<file path="config.mk">
export PLATFORM = sky130hd
export DESIGN_NAME = sound_triggered_night_lamp_unit
export DESIGN_NICKNAME = d
export VERILOG_FILES = /design/src/rtl/stnl_pkg.sv /design/src/rtl/stnl_cell.sv /design/src/rtl/stnl_window.sv /design/src/rtl/stnl_history.sv /design/src/rtl/stnl_lamp_ctrl.sv /design/src/rtl/sound_triggered_night_lamp_unit.sv
export SDC_FILE = /design/constraint.sdc
export NUM_CORES = 1
export LEC_CHECK = 0
export BUFFER_PORTS_ARGS = -buffer_cell sky130_fd_sc_hd__buf_2
export CAP_MARGIN = 20
export CORE_MARGIN = 4
export CORE_UTILIZATION = 56
export CTS_BUF_LIST = sky130_fd_sc_hd__clkbuf_4 sky130_fd_sc_hd__clkbuf_8
export CTS_CLUSTER_SIZE = 30
export DETAILED_ROUTE_END_ITERATION = 8
export PLACE_DENSITY_LB_ADDON = 0.25
export SLEW_MARGIN = 20
export SYNTH_ARGS = -nofsm -noshare
export SYNTH_HDL_FRONTEND = slang
export SYNTH_SLANG_ARGS = --single-unit
</file>
<file path="constraint.sdc">
create_clock -name clock -period 4.9 [get_ports clock]
set_input_delay 0.735 -clock clock [delete_from_list [all_inputs] [get_ports clock]]
set_output_delay 0.735 -clock clock [all_outputs]
set_load 0.01 [all_outputs]
</file>
<file path="src/rtl/stnl_pkg.sv">
`timescale 1ns / 1ps
// ----------------------------------------------------------------------------
// Night lamp package
// Shared sizes, codes, stage item types and a helper function for the
// sound-triggered night lamp.
// ----------------------------------------------------------------------------
package stnl_pkg;

   // sizing
   localparam int WINDOW_DEPTH  = 8;
   localparam int HISTORY_DEPTH = 5;
   localparam int SAMPLE_BITS   = 14;

   localparam int PHASE_W = $clog2(WINDOW_DEPTH);
   localparam int WSUM_W  = SAMPLE_BITS + PHASE_W;
   localparam int HSUM_W  = SAMPLE_BITS + $clog2(HISTORY_DEPTH);
   // both sides of the loudness compare fit in this width
   localparam int CMP_W   = HSUM_W + 4;

   // exact floor(wsum / WINDOW_DEPTH) as a multiply by a rounded-up reciprocal
   localparam int MEAN_SHIFT = WSUM_W + PHASE_W;
   localparam int RECIP_W    = WSUM_W + 1;
   localparam int PROD_W     = WSUM_W + RECIP_W;
   localparam logic [RECIP_W-1:0] MEAN_RECIP =
      RECIP_W'(((64'd1 << MEAN_SHIFT) + 64'(WINDOW_DEPTH) - 64'd1) / 64'(WINDOW_DEPTH));

   // 1.10 ratio in integers: mean * 10 * depth > 11 * history sum
   localparam logic [CMP_W-1:0] MEAN_GAIN = CMP_W'(10 * HISTORY_DEPTH);
   localparam logic [CMP_W-1:0] HIST_GAIN = CMP_W'(11);

   // configuration
   localparam int CSR_IDX_W  = 1;
   localparam int CSR_DATA_W = 16;
   localparam logic [CSR_IDX_W-1:0] REG_DARK_THRESHOLD = 1'b0;
   localparam logic [CSR_IDX_W-1:0] REG_ON_DURATION    = 1'b1;
   localparam logic [CSR_DATA_W-1:0] DARK_THRESHOLD_RST = 16'd17;
   localparam logic [CSR_DATA_W-1:0] ON_DURATION_RST    = 16'd24;

   // lamp count and masks
   localparam logic [1:0] LAMP_COUNT_ONE = 2'd1;
   localparam logic [1:0] LAMP_COUNT_TWO = 2'd2;
   localparam logic [1:0] LAMP_COUNT_ALL = 2'd3;
   localparam logic [2:0] MASK_ALL    = 3'b111;
   localparam logic [2:0] MASK_FIRST  = 3'b001;
   localparam logic [2:0] MASK_SECOND = 3'b010;

   typedef enum logic [1:0] {
      CMD_TICK  = 2'd0,
      CMD_POWER = 2'd1,
      CMD_COUNT = 2'd2,
      CMD_IDLE  = 2'd3
   } cmd_type;

   typedef logic [SAMPLE_BITS-1:0] sample_type;
   typedef logic [WSUM_W-1:0]      wsum_type;
   typedef logic [HSUM_W-1:0]      hsum_type;
   typedef logic [CMP_W-1:0]       cmp_type;
   typedef logic [CSR_DATA_W-1:0]  csr_data_type;
   typedef logic [1:0]             lamp_count_type;
   typedef logic [2:0]             lamp_mask_type;

   // item after the window stage
   typedef struct packed {
      cmd_type  cmd;
      logic     dark;
      logic     wrap;
      wsum_type wsum;
   } s1_item_type;

   // item after the mean stage
   typedef struct packed {
      cmd_type    cmd;
      logic       dark;
      logic       wrap;
      sample_type mean;
   } s2_item_type;

   // item after the history stage, into lamp control
   typedef struct packed {
      cmd_type  cmd;
      logic     dark;
      cmp_type  mean_scaled;
      hsum_type hsum;
   } s3_item_type;

   function automatic lamp_mask_type select_mask(input lamp_count_type count);
      lamp_mask_type mask;
      case (count)
         LAMP_COUNT_TWO: mask = MASK_FIRST;
         LAMP_COUNT_ONE: mask = MASK_SECOND;
         default:        mask = MASK_ALL;
      endcase
      return mask;
   endfunction

endpackage

</file>
<file path="src/rtl/stnl_cell.sv">
`timescale 1ns / 1ps
// ----------------------------------------------------------------------------
// Sample cell
// One link of a sample shift chain: holds a sample and passes it on to the
// next cell whenever the chain shifts.
// ----------------------------------------------------------------------------
module stnl_cell
   import stnl_pkg::*;
(
   input  logic       clock,
   input  logic       reset,
   input  logic       shift_en,
   input  sample_type data_in,
   output sample_type data_out
);

   sample_type data_ff;
   sample_type data_in_mux;

   // take the neighbour's sample on a shift
   assign data_in_mux = shift_en ? data_in : data_ff;

   always_ff @(posedge clock) begin
      if (reset) begin
         data_ff <= '0;
      end else begin
         data_ff <= data_in_mux;
      end
   end

   assign data_out = data_ff;

endmodule

</file>
<file path="src/rtl/stnl_window.sv">
`timescale 1ns / 1ps
// ----------------------------------------------------------------------------
// Sample window
// Chain of cells holding the last WINDOW_DEPTH microphone samples, with a
// running sum and the phase counter that marks each full window.
// ----------------------------------------------------------------------------
module stnl_window
   import stnl_pkg::*;
(
   input  logic       clock,
   input  logic       reset,
   input  logic       shift_en,
   input  sample_type mic_sample,
   output wsum_type   wsum_next,
   output logic       wrap
);

   sample_type           chain [WINDOW_DEPTH];
   wsum_type             wsum_ff;
   wsum_type             wsum_in;
   logic [PHASE_W-1:0]   phase_ff;
   logic [PHASE_W-1:0]   phase_in;

   // cells: newest at the head, oldest drops out of the tail
   for (genvar k = 0; k < WINDOW_DEPTH; k++) begin : g_cell
      if (k == 0) begin : g_head
         stnl_cell u_cell (
            .clock    (clock),
            .reset    (reset),
            .shift_en (shift_en),
            .data_in  (mic_sample),
            .data_out (chain[k])
         );
      end else begin : g_body
         stnl_cell u_cell (
            .clock    (clock),
            .reset    (reset),
            .shift_en (shift_en),
            .data_in  (chain[k-1]),
            .data_out (chain[k])
         );
      end
   end

   // running sum: add the new sample, drop the evicted one
   assign wsum_next = wsum_ff + WSUM_W'(mic_sample) - WSUM_W'(chain[WINDOW_DEPTH-1]);
   assign wsum_in   = shift_en ? wsum_next : wsum_ff;

   // phase: last sample of a window closes a second
   assign wrap     = (phase_ff == PHASE_W'(WINDOW_DEPTH - 1));
   assign phase_in = !shift_en ? phase_ff :
                     (wrap ? '0 : phase_ff + PHASE_W'(1));

   always_ff @(posedge clock) begin
      if (reset) begin
         wsum_ff  <= '0;
         phase_ff <= '0;
      end else begin
         wsum_ff  <= wsum_in;
         phase_ff <= phase_in;
      end
   end

endmodule

</file>
<file path="src/rtl/stnl_history.sv">
`timescale 1ns / 1ps
// ----------------------------------------------------------------------------
// Second history
// Chain of cells holding the last HISTORY_DEPTH per-second means, with a
// running sum of them.
// ----------------------------------------------------------------------------
module stnl_history
   import stnl_pkg::*;
(
   input  logic       clock,
   input  logic       reset,
   input  logic       shift_en,
   input  sample_type mean_in,
   output hsum_type   hsum_now
);

   sample_type chain [HISTORY_DEPTH];
   hsum_type   hsum_ff;
   hsum_type   hsum_next;

   for (genvar k = 0; k < HISTORY_DEPTH; k++) begin : g_cell
      if (k == 0) begin : g_head
         stnl_cell u_cell (
            .clock    (clock),
            .reset    (reset),
            .shift_en (shift_en),
            .data_in  (mean_in),
            .data_out (chain[k])
         );
      end else begin : g_body
         stnl_cell u_cell (
            .clock    (clock),
            .reset    (reset),
            .shift_en (shift_en),
            .data_in  (chain[k-1]),
            .data_out (chain[k])
         );
      end
   end

   // running sum after this item's shift, if any
   assign hsum_next = hsum_ff + HSUM_W'(mean_in) - HSUM_W'(chain[HISTORY_DEPTH-1]);
   assign hsum_now  = shift_en ? hsum_next : hsum_ff;

   always_ff @(posedge clock) begin
      if (reset) begin
         hsum_ff <= '0;
      end else begin
         hsum_ff <= hsum_now;
      end
   end

endmodule

</file>
<file path="src/rtl/stnl_lamp_ctrl.sv">
`timescale 1ns / 1ps
// ----------------------------------------------------------------------------
// Lamp control
// Lamp on/off state, switch-off countdown and lamp count; loads the result
// register with the lamp outputs for each item.
// ----------------------------------------------------------------------------
module stnl_lamp_ctrl
   import stnl_pkg::*;
(
   input  logic          clock,
   input  logic          reset,
   input  logic          load_en,
   input  s3_item_type   item,
   input  csr_data_type  on_duration,
   output lamp_mask_type lamp_drive,
   output logic          lamp_is_on,
   output lamp_mask_type lamp_select
);

   logic           light_on_ff,  light_on_in;
   csr_data_type   ticks_ff,     ticks_in;
   lamp_count_type count_ff,     count_in;
   lamp_mask_type  drive_ff,     drive_in;
   logic           is_on_ff;
   lamp_mask_type  select_ff,    select_in;
   cmp_type        hist_scaled;
   logic           loud;

   // loudness test against 1.10 of the history mean
   assign hist_scaled = CMP_W'(item.hsum) * HIST_GAIN;
   assign loud        = item.mean_scaled > hist_scaled;

   // next lamp state
   always_comb begin
      light_on_in = light_on_ff;
      ticks_in    = ticks_ff;
      count_in    = count_ff;
      case (item.cmd)
         CMD_TICK: begin
            if (light_on_ff) begin
               if (ticks_ff <= CSR_DATA_W'(1)) begin
                  light_on_in = 1'b0;
                  ticks_in    = '0;
               end else begin
                  ticks_in = ticks_ff - CSR_DATA_W'(1);
               end
            end else if (item.dark && loud) begin
               light_on_in = 1'b1;
               ticks_in    = on_duration;
            end
         end
         CMD_POWER: begin
            if (light_on_ff) begin
               light_on_in = 1'b0;
               ticks_in    = '0;
            end else begin
               light_on_in = 1'b1;
               ticks_in    = on_duration;
            end
         end
         CMD_COUNT: begin
            count_in = (count_ff >= LAMP_COUNT_ALL) ? LAMP_COUNT_ONE
                                                   : count_ff + 2'd1;
         end
         default: ;
      endcase
   end

   // outputs follow the new state
   assign select_in = select_mask(count_in);
   assign drive_in  = light_on_in ? select_in : '0;

   always_ff @(posedge clock) begin
      if (reset) begin
         light_on_ff <= 1'b0;
         ticks_ff    <= '0;
         count_ff    <= LAMP_COUNT_ALL;
      end else if (load_en) begin
         light_on_ff <= light_on_in;
         ticks_ff    <= ticks_in;
         count_ff    <= count_in;
      end
   end

   // result register
   always_ff @(posedge clock) begin
      if (load_en) begin
         drive_ff  <= drive_in;
         is_on_ff  <= light_on_in;
         select_ff <= select_in;
      end
   end

   assign lamp_drive  = drive_ff;
   assign lamp_is_on  = is_on_ff;
   assign lamp_select = select_ff;

endmodule

</file>
<file path="src/rtl/sound_triggered_night_lamp_unit.sv">
`timescale 1ns / 1ps
// ----------------------------------------------------------------------------
// Sound-triggered night lamp
// Keeps a microphone window and a history of per-second means in chains of
// sample cells; switches the lamp on at night on a loud window, off after a
// tick countdown, and handles the power and lamp-count buttons.
// ----------------------------------------------------------------------------
//
// channel | direction | handshake           | payload
// --------+-----------+---------------------+---------------------------------
// req     | in        | req_valid/req_stall | req_cmd, req_mic_sample,
//         |           |                     | req_lux_level
// rsp     | out       | rsp_valid/rsp_stall | rsp_lamp_drive, rsp_lamp_is_on,
//         |           |                     | rsp_lamp_select
// csr     | in        | csr_write_en        | csr_index, csr_write_data
//
// One item per cycle sustained while rsp_stall is low; four register stages
// (window, mean multiply, history, lamp control/result register), the first
// loaded at the accepting edge.
// On reset, cells, sums and lamp state clear and registers take their
// defaults. rsp_stall holds the result register; earlier stages keep filling
// and req_stall rises only once all four stages hold an item.
// ----------------------------------------------------------------------------
module sound_triggered_night_lamp_unit
   import stnl_pkg::*;
(
   input  logic                 clock,
   input  logic                 reset,
   // item input
   input  logic                 req_valid,
   output logic                 req_stall,
   input  logic [1:0]           req_cmd,
   input  logic [13:0]          req_mic_sample,
   input  logic [15:0]          req_lux_level,
   // result output
   output logic                 rsp_valid,
   input  logic                 rsp_stall,
   output logic [2:0]           rsp_lamp_drive,
   output logic                 rsp_lamp_is_on,
   output logic [2:0]           rsp_lamp_select,
   // configuration
   input  logic                 csr_write_en,
   input  logic [CSR_IDX_W-1:0] csr_index,
   input  logic [15:0]          csr_write_data
);

   csr_data_type dark_threshold_ff;
   csr_data_type on_duration_ff;

   logic s1_valid_ff, s2_valid_ff, s3_valid_ff, s4_valid_ff;
   logic s1_valid_in, s2_valid_in, s3_valid_in, s4_valid_in;
   logic rdy1, rdy2, rdy3, rdy4;
   logic accept, mv1, mv2, mv3;

   s1_item_type s1_ff, s1_in;
   s2_item_type s2_ff, s2_in;
   s3_item_type s3_ff, s3_in;

   cmd_type             req_cmd_code;
   wsum_type            win_wsum_next;
   logic                win_wrap;
   logic                hist_shift;
   hsum_type            hist_hsum;
   logic [PROD_W-1:0]   mean_prod;

   // configuration writes
   always_ff @(posedge clock) begin
      if (reset) begin
         dark_threshold_ff <= DARK_THRESHOLD_RST;
         on_duration_ff    <= ON_DURATION_RST;
      end else if (csr_write_en) begin
         case (csr_index)
            REG_DARK_THRESHOLD: dark_threshold_ff <= csr_write_data;
            REG_ON_DURATION:    on_duration_ff    <= csr_write_data;
            default: ;
         endcase
      end
   end

   // pipeline flow: a stage takes a new item when empty or moving on
   assign rdy4 = !s4_valid_ff || !rsp_stall;
   assign rdy3 = !s3_valid_ff || rdy4;
   assign rdy2 = !s2_valid_ff || rdy3;
   assign rdy1 = !s1_valid_ff || rdy2;

   assign accept = req_valid && rdy1;
   assign mv1    = s1_valid_ff && rdy2;
   assign mv2    = s2_valid_ff && rdy3;
   assign mv3    = s3_valid_ff && rdy4;

   assign s1_valid_in = accept || (s1_valid_ff && !mv1);
   assign s2_valid_in = mv1    || (s2_valid_ff && !mv2);
   assign s3_valid_in = mv2    || (s3_valid_ff && !mv3);
   assign s4_valid_in = mv3    || (s4_valid_ff && rsp_stall);

   always_ff @(posedge clock) begin
      if (reset) begin
         s1_valid_ff <= 1'b0;
         s2_valid_ff <= 1'b0;
         s3_valid_ff <= 1'b0;
         s4_valid_ff <= 1'b0;
      end else begin
         s1_valid_ff <= s1_valid_in;
         s2_valid_ff <= s2_valid_in;
         s3_valid_ff <= s3_valid_in;
         s4_valid_ff <= s4_valid_in;
      end
   end

   assign req_stall = !rdy1;
   assign rsp_valid = s4_valid_ff;

   // stage 1: sample window
   assign req_cmd_code = cmd_type'(req_cmd);

   stnl_window u_window (
      .clock      (clock),
      .reset      (reset),
      .shift_en   (accept && (req_cmd_code == CMD_TICK)),
      .mic_sample (req_mic_sample),
      .wsum_next  (win_wsum_next),
      .wrap       (win_wrap)
   );

   assign s1_in.cmd  = req_cmd_code;
   assign s1_in.dark = req_lux_level < dark_threshold_ff;
   assign s1_in.wrap = win_wrap;
   assign s1_in.wsum = win_wsum_next;

   always_ff @(posedge clock) begin
      if (accept) begin
         s1_ff <= s1_in;
      end
   end

   // stage 2: window mean by reciprocal multiply
   assign mean_prod  = PROD_W'(s1_ff.wsum) * PROD_W'(MEAN_RECIP);
   assign s2_in.cmd  = s1_ff.cmd;
   assign s2_in.dark = s1_ff.dark;
   assign s2_in.wrap = s1_ff.wrap;
   assign s2_in.mean = mean_prod[MEAN_SHIFT +: SAMPLE_BITS];

   always_ff @(posedge clock) begin
      if (mv1) begin
         s2_ff <= s2_in;
      end
   end

   // stage 3: history of per-second means
   assign hist_shift = mv2 && (s2_ff.cmd == CMD_TICK) && s2_ff.wrap;

   stnl_history u_history (
      .clock    (clock),
      .reset    (reset),
      .shift_en (hist_shift),
      .mean_in  (s2_ff.mean),
      .hsum_now (hist_hsum)
   );

   assign s3_in.cmd         = s2_ff.cmd;
   assign s3_in.dark        = s2_ff.dark;
   assign s3_in.mean_scaled = CMP_W'(s2_ff.mean) * MEAN_GAIN;
   assign s3_in.hsum        = hist_hsum;

   always_ff @(posedge clock) begin
      if (mv2) begin
         s3_ff <= s3_in;
      end
   end

   // stage 4: lamp control and result register
   stnl_lamp_ctrl u_lamp_ctrl (
      .clock       (clock),
      .reset       (reset),
      .load_en     (mv3),
      .item        (s3_ff),
      .on_duration (on_duration_ff),
      .lamp_drive  (rsp_lamp_drive),
      .lamp_is_on  (rsp_lamp_is_on),
      .lamp_select (rsp_lamp_select)
   );

endmodule

</file>
==> results.json, run 1 <==
{
  "outcome": "complete, but fails checks",
  "violations": "negative setup slack",
  "synth.top_cells.by_count": "nand2_1, a21oi_1, dfxtp_1",
  "wl_mm": 38.5,
  "drv_cap": 0,
  "internal-power_mw": 5.25,
  "cp.required_ns": 5.23,
  "ir_drop_v": 0.000279,
  "cts_buffers": 56,
  "rows": 66,
  "synth_top_area_share_pct": 29.5,
  "insertion_delay_ns": 0.59,
  "cp_data_arrival_time_ns": 5.29,
  "grt_first_pass_wirelength_mm": 63.9,
  "die_w_um": 190,
  "start_util_pct": 56.9,
  "p_leak_nw": 8.68,
  "port_buffers": 62,
  "slew_viol_final": 0,
  "netlist-cell-type-count": 67,
  "hold_path_end": "s1_ff[20]$_DFFE_PP_",
  "hp-start": "req_cmd[1]",
  "post-route-util_pct": 64.8,
  "drt_iter0_drc": 883,
  "setup_violations": 3,
  "synth-seq-cells": 356,
  "cts_tree": "yes",
  "switching_power_mw": 2.00,
  "cp-start-kind": "flop",
  "die_area_sq_um": 36200,
  "crit_type": "flop to flop",
  "power_density_nw_per_um2": 342,
  "post-route-min-period_ns": 4.96,
  "via_count": 14400,
  "slew_headroom_pct": 20.9,
  "place_congestion": 0.861,
  "path_cells": "ha_1 > inv_2 > fa_1 > inv_2 > ha_4 > or3_4 > nor2_4 > a211o_1 > and4b_1 > o21bai_1 > a21o_1 > xnor2_1 > ha_1 > a2111o_1 > a21oi_2 > o211ai_1 > o211ai_1 > buf_4 > o31ai_4 > buf_12 > clkbuf_16 > and3_1",
  "cts_root_buf": "clkbuf_8",
  "netlist_instances": 2154,
  "synth-main-ff-cell": "dfxtp_1",
  "wire_per_inst_um": 14.1,
  "regToRegEndpoint": "u_lamp_ctrl.lamp_drive[2]$_SDFFCE_PN0P_",
  "whs_path_depth": 1,
  "hold_path_class": "input pin to flop",
  "reg2regPathDepth": 22,
  "fin_nets": 2500,
  "cts_hold_buffers": 0,
  "skew_ns": 0.0260,
  "drive_gt1_share_pct": 12.2,
  "grtUsageTotal_pct": 20.8,
  "power.switching_fraction_pct": 27.6,
  "synth_nets": 2419,
  "coreArea_sq_um": 32700,
  "place_hpwl_mm": 26.6,
  "synth_edf_count": 82,
  "synth_most_common_cell": "nand2_1",
  "end_kind": "flop",
  "synth.area.top_cells": "dfxtp_1, edfxtp_1, ha_1",
  "async_reset_ff_share_pct": 0,
  "rrSetupSlack_ns": -0.06,
  "r2r_start": "s3_ff[3]$_DFFE_PP_",
  "seq_area_frac_synth_pct": 42.7,
  "ant_nets": 0,
  "p_comb_share_pct": 19.5,
  "hold_viol": 0,
  "cts_num_sinks": 356,
  "synth_area_sq_um": 18600,
  "finalCritPeriodShare_pct": 101,
  "dr.pass1.iters": 5,
  "max_stage_delay_ns": 0.48,
  "grt_max_degree": 133,
  "clk_pin_slew_ns": 0.06,
  "power_frac_seq_pct": 44.3,
  "cp_max_fo": 5,
  "clkPwrFrac_pct": 36.1,
  "avgViaCountPerCell": 5.29,
  "grt_pass1_vias": 13800,
  "htreeDepth": 2,
  "yosys_warnings": 0,
  "cp_slowest_cell": "fa_1",
  "ios": 63,
  "finalWorstSetupSlack_ns": -0.0629,
  "dp_slack_ns": -0.345,
  "max-clock-path-buffers": 3,
  "dieHeight_um": 190,
  "max_freq_mhz": 201,
  "syn_area_per_cell_sq_um": 8.64,
  "worst_slew_pin_slew_ns": 1.19,
  "area_delta_synth_final_pct": 14.0,
  "antenna_found_initial": 3,
  "grt-ovfl-total": 0,
  "drc": 0,
  "grt_setup_unrepaired": "yes",
  "synth_top_area_cell": "dfxtp_1"
}
## worst max-delay path by stage
stage,startpoint,to,slack (ns),cells after the start
after CTS,s3_ff[3]$_DFFE_PP_,u_lamp_ctrl.ticks_ff[8]$_SDFFE_PP0P_,0.003,22
after global placement,s3_ff[3]$_DFFE_PP_,u_lamp_ctrl.lamp_drive[2]$_SDFFCE_PN0P_,-0.15,19
after global routing,s3_ff[3]$_DFFE_PP_,u_lamp_ctrl.lamp_drive[2]$_SDFFCE_PN0P_,-0.22,22
after detailed placement,s3_ff[4]$_DFFE_PP_,u_lamp_ctrl.ticks_ff[2]$_SDFFE_PP0P_,-0.35,21
final,s3_ff[3]$_DFFE_PP_,u_lamp_ctrl.lamp_drive[2]$_SDFFCE_PN0P_,-0.06,22
after floorplan,s3_ff[1]$_DFFE_PP_,u_lamp_ctrl.ticks_ff[6]$_SDFFE_PP0P_,0.27,19
## per-stage QoR
step | instances | area [sq um] | power, mW | TNS [ns] | hold slack [ns]
after floorplan | 2154 | 18600 | 4.27 | 0 | 0.400
after global placement | 2606 | 19500 | 4.57 | -2.22 | 0.402
after detailed placement | 2606 | 19500 | 4.62 | -5.43 | 0.405
after CTS | 2707 | 20700 | 7.25 | 0 | 0.332
after global routing | 2720 | 21200 | 7.65 | -3.80 | 0.338
final | 2720 | 21200 | 7.25 | -0.0767 | 0.367
## flip-flops by register name, indices dropped and copies added (netlist names), 16 cells and up
name,cells
u_window.g_cell.g_body.u_cell.data_out,98
u_history.g_cell.g_body.u_cell.data_out,56
s3_ff,39
s1_ff,18
s2_ff,18
u_history.hsum_ff,17
u_window.wsum_ff,17
dark_threshold_ff,16
on_duration_ff,16
u_lamp_ctrl.ticks_ff,16
## logic make-up after synthesis
family                   share of synthesized area [%]
XOR/XNOR                                          2.63
adder cells (fa/ha/maj)                           16.2
AND/OR/NAND/NOR                                   15.7
AO/OA/AOI/OAI                                     15.1
flip-flops                                        42.7
multiplexers                                     0.336
buffers and inverters                             7.28
## power groups by stage
stage | registers [mW] | logic (mW) | clock network, mW
detailed placement | 3.28 | 1.34 | 0
floorplan | 3.25 | 1.02 | 0
global placement | 3.28 | 1.30 | 0
finish | 3.22 | 1.42 | 2.62
global route | 3.22 | 1.60 | 2.83
CTS | 3.22 | 1.35 | 2.68
## cell usage in the layout (no fill, tap or decap), types with 6 or more instances in the layout
cell / n
o21bai_1: 7
clkbuf_8: 63
clkbuf_4: 16
and2_1: 18
nor2b_1: 8
o31ai_1: 6
dfxtp_1: 274
nand4_1: 8
inv_1: 257
a31oi_1: 11
xnor2_1: 29
o21ai_0: 36
clkinv_2: 6
buf_2: 61
nand3_1: 22
a211oi_1: 8
nand2b_1: 12
nor4_1: 6
clkinv_1: 12
o211ai_1: 12
a22oi_1: 7
a311oi_1: 7
fa_1: 51
nor3_1: 20
nand2_1: 499
a21oi_1: 291
ha_4: 7
a21o_1: 28
a21oi_2: 8
or3_1: 7
nor2_1: 53
ha_1: 152
xor2_1: 25
o21a_1: 8
edfxtp_1: 82
and3_1: 6
buf_4: 44
## cell type report
| type | count | area, sq um |
|---|---|---|
| diodes | 1 | 2.50 |
| clock buffers | 78 | 973 |
| clock inverters | 22 | 203 |
| fillers | 2797 | 11500 |
| inverters | 263 | 987 |
| multi-input cells | 1442 | 9720 |
| flip-flops and latches | 356 | 7950 |
| well taps | 442 | 553 |
| repair buffers | 116 | 825 |
## worst max-delay path, delay by kind of cell (launching register included)
| family | cells | cell delay (ns) |
|---|---|---|
| AOI/OAI and AO/OA | 8 | 1.34 |
| xor gates and xnor gates | 1 | 0.13 |
| adders and majority gates | 4 | 1.29 |
| buffers and inverters | 5 | 0.61 |
| DFF | 1 | 0.45 |
| and+or+nand+nor | 4 | 0.89 |
## routing by layer
layer  GRT usage [%]  wire (um)  up-vias
met4            6.41       1030        2
li1                -          -     7310
met2            35.7      18700      262
met1            27.3      17100     6739
met5               0         13        -
met3            3.31       1620       76
## what timing repair did
action,CTS,global route
setup endpoints to repair,21,21
pin swaps,5,44
gates cloned,0,3
setup buffers,1,9
endpoints found under the hold margin,0,0
gates resized for setup,12,69
No activity file was read; power rests on OpenSTA's default activity.
==> inputs of run 2 (changes only) <==
CAP_MARGIN = default   (was 20)
CTS_BUF_LIST = sky130_fd_sc_hd__clkbuf_8   (was sky130_fd_sc_hd__clkbuf_4 sky130_fd_sc_hd__clkbuf_8)
SKIP_LAST_GASP = 1   (was default)
==> run 2 against run 1 <==
The run now ends clean; die area is the same; clock skew down 0.0034 ns; setup slack improved by 0.18 ns; combinational power hardly changed; global-route usage about the same; first-iteration DRC count down 4.6%; critical path depth increased by 3; design area fell by 1.2%.
==> results.json, run 2 (synthesis results as in run 1) <==
{
  "drt_iter0_drc": 842,
  "setup-tns-final_ns": 0,
  "grt-ovfl-total": 0,
  "seq_area_sq_um": 7950,
  "skew_ns": 0.0227,
  "grt_setup_unrepaired": "yes",
  "avgViaCountPerCell": 5.27,
  "cts_tree": "yes",
  "hold_path_class": "input pin to flop",
  "hold_viol": 0,
  "cts_buffers": 56,
  "rrSetupSlack_ns": 0.12,
  "dr.pass1.iters": 5,
  "power_density_nw_per_um2": 339,
  "grt_max_degree": 133,
  "max-clock-path-buffers": 3,
  "grtUsageTotal_pct": 20.8,
  "fin_cells": 2715,
  "die_area_sq_um": 36200,
  "end_kind": "flop",
  "largest_register_ffs": 98,
  "area_delta_synth_final_pct": 12.6,
  "slew_viol_final": 0,
  "wire_per_inst_um": 14.0,
  "port_buffers": 62,
  "cp_data_arrival_time_ns": 5.22,
  "cp.required_ns": 5.34,
  "coreArea_sq_um": 32700,
  "cp_max_fo": 7,
  "multi_input_area_sq_um": 9610,
  "max_freq_mhz": 209,
  "grt_first_pass_wirelength_mm": 63.8,
  "layout_common_cells": "nand2_1, a21oi_1, dfxtp_1, inv_1, ha_1",
  "via_count": 14300,
  "fin_nets": 2495,
  "worst_slew_pin_slew_ns": 1.02,
  "insertion_delay_ns": 0.59,
  "die_w_um": 190,
  "cts_hold_buffers": 0,
  "antenna_found_initial": 3,
  "slew_headroom_pct": 31.9,
  "clk_pin_slew_ns": 0.07,
  "ios": 63,
  "cts_num_sinks": 356,
  "cp-start-kind": "flop",
  "finalWorstSetupSlack_ns": 0.119,
  "p_leak_nw": 8.61,
  "drv_cap": 0,
  "dp_cells": 2606,
  "outcome": "completed",
  "post-route-min-period_ns": 4.78,
  "dieHeight_um": 190,
  "htreeDepth": 2,
  "place_congestion": 0.861,
  "cts_root_buf": "clkbuf_8",
  "drc": 0,
  "crit_type": "flop to flop",
  "wl_mm": 38.1,
  "max_stage_delay_ns": 0.40,
  "start_util_pct": 56.9,
  "ir_drop_v": 0.000277,
  "cpMostUsedCell": "buf_4",
  "setup_violations": 0,
  "dp_slack_ns": -0.345,
  "drive_gt1_share_pct": 10.8,
  "finalCritPeriodShare_pct": 97.6,
  "final_common_cell": "nand2_1",
  "place_hpwl_mm": 26.6,
  "grt_pass1_vias": 13800,
  "rows": 66,
  "ant_nets": 0,
  "cp_slowest_cell": "edfxtp_1",
  "fillerInstances": 2837
}
==> run 2: path summary, 6_finish.rpt <==
| path | end | startpoint | cells after the start |
|---|---|---|---|
| min reg2reg | s2_ff[9]$_DFFE_PP_ | s1_ff[12]$_DFFE_PP_ | 0 |
| max reg2reg | u_lamp_ctrl.ticks_ff[9]$_SDFFE_PP0P_ | s3_ff[10]$_DFFE_PP_ | 25 |
| max | u_lamp_ctrl.ticks_ff[9]$_SDFFE_PP0P_ | s3_ff[10]$_DFFE_PP_ | 25 |
| min | s1_ff[20]$_DFFE_PP_ | req_cmd[1] | 1 |
==> run 2: worst max-delay path: cells and delay by family (launching register included) <==
family	cells	cell delay (ns)
compound gates	9	1.68
fa+ha+maj	4	1.17
buf+inv	7	0.88
flops	1	0.40
simple gates	3	0.26
xor+xnor	1	0.14
mux	1	0.12
==> run 2: metrics by stage <==
step	hold slack, ns	power (mW)	instance area [sq um]	util, %
6_report	0.370	7.11	21000	64.1
5_1_grt	0.338	7.51	21000	64.1
4_1_cts	0.333	7.13	20600	63.1
3_5_place_dp	0.405	4.62	19500	59.6
3_3_place_gp	0.402	4.57	19500	59.6
2_1_floorplan	0.400	4.27	18600	-
==> run 2: final cells by class <==
| class | count | area share [%] |
|---|---|---|
| multi-input cells | 1442 | 45.9 |
| flip-flops and latches | 356 | 37.9 |
| inverters | 263 | 4.71 |
| clock buffers | 62 | 4.07 |
| repair buffers | 111 | 3.49 |
| well taps | 442 | 2.64 |
| clock inverters | 38 | 1.25 |
| diodes | 1 | 0.0119 |
==> run 2: what timing repair did <==
item                                    in CTS  in global routing
gates resized for setup                     12                 48
pin swaps                                    5                 32
endpoints found under the setup margin      21                 21
setup buffers                                1                  7
==> run 2: power breakdown <==
group / internal (mW) / switching [mW]
combinational: 0.596 / 0.798
sequential: 3.16 / 0.0596
clock: 1.37 / 1.13
total: 5.12 / 1.99
==> run 2: layer usage <==
layer	vias to the layer above	GRT usage (%)	part of all wire (%)	wire, um
li1	7299	-	-	-
met2	246	35.7	49	18500
met1	6698	27.2	45	17100
met5	-	0	0.034	13
met4	2	6.41	2.7	1040
met3	72	3.31	3.8	1450
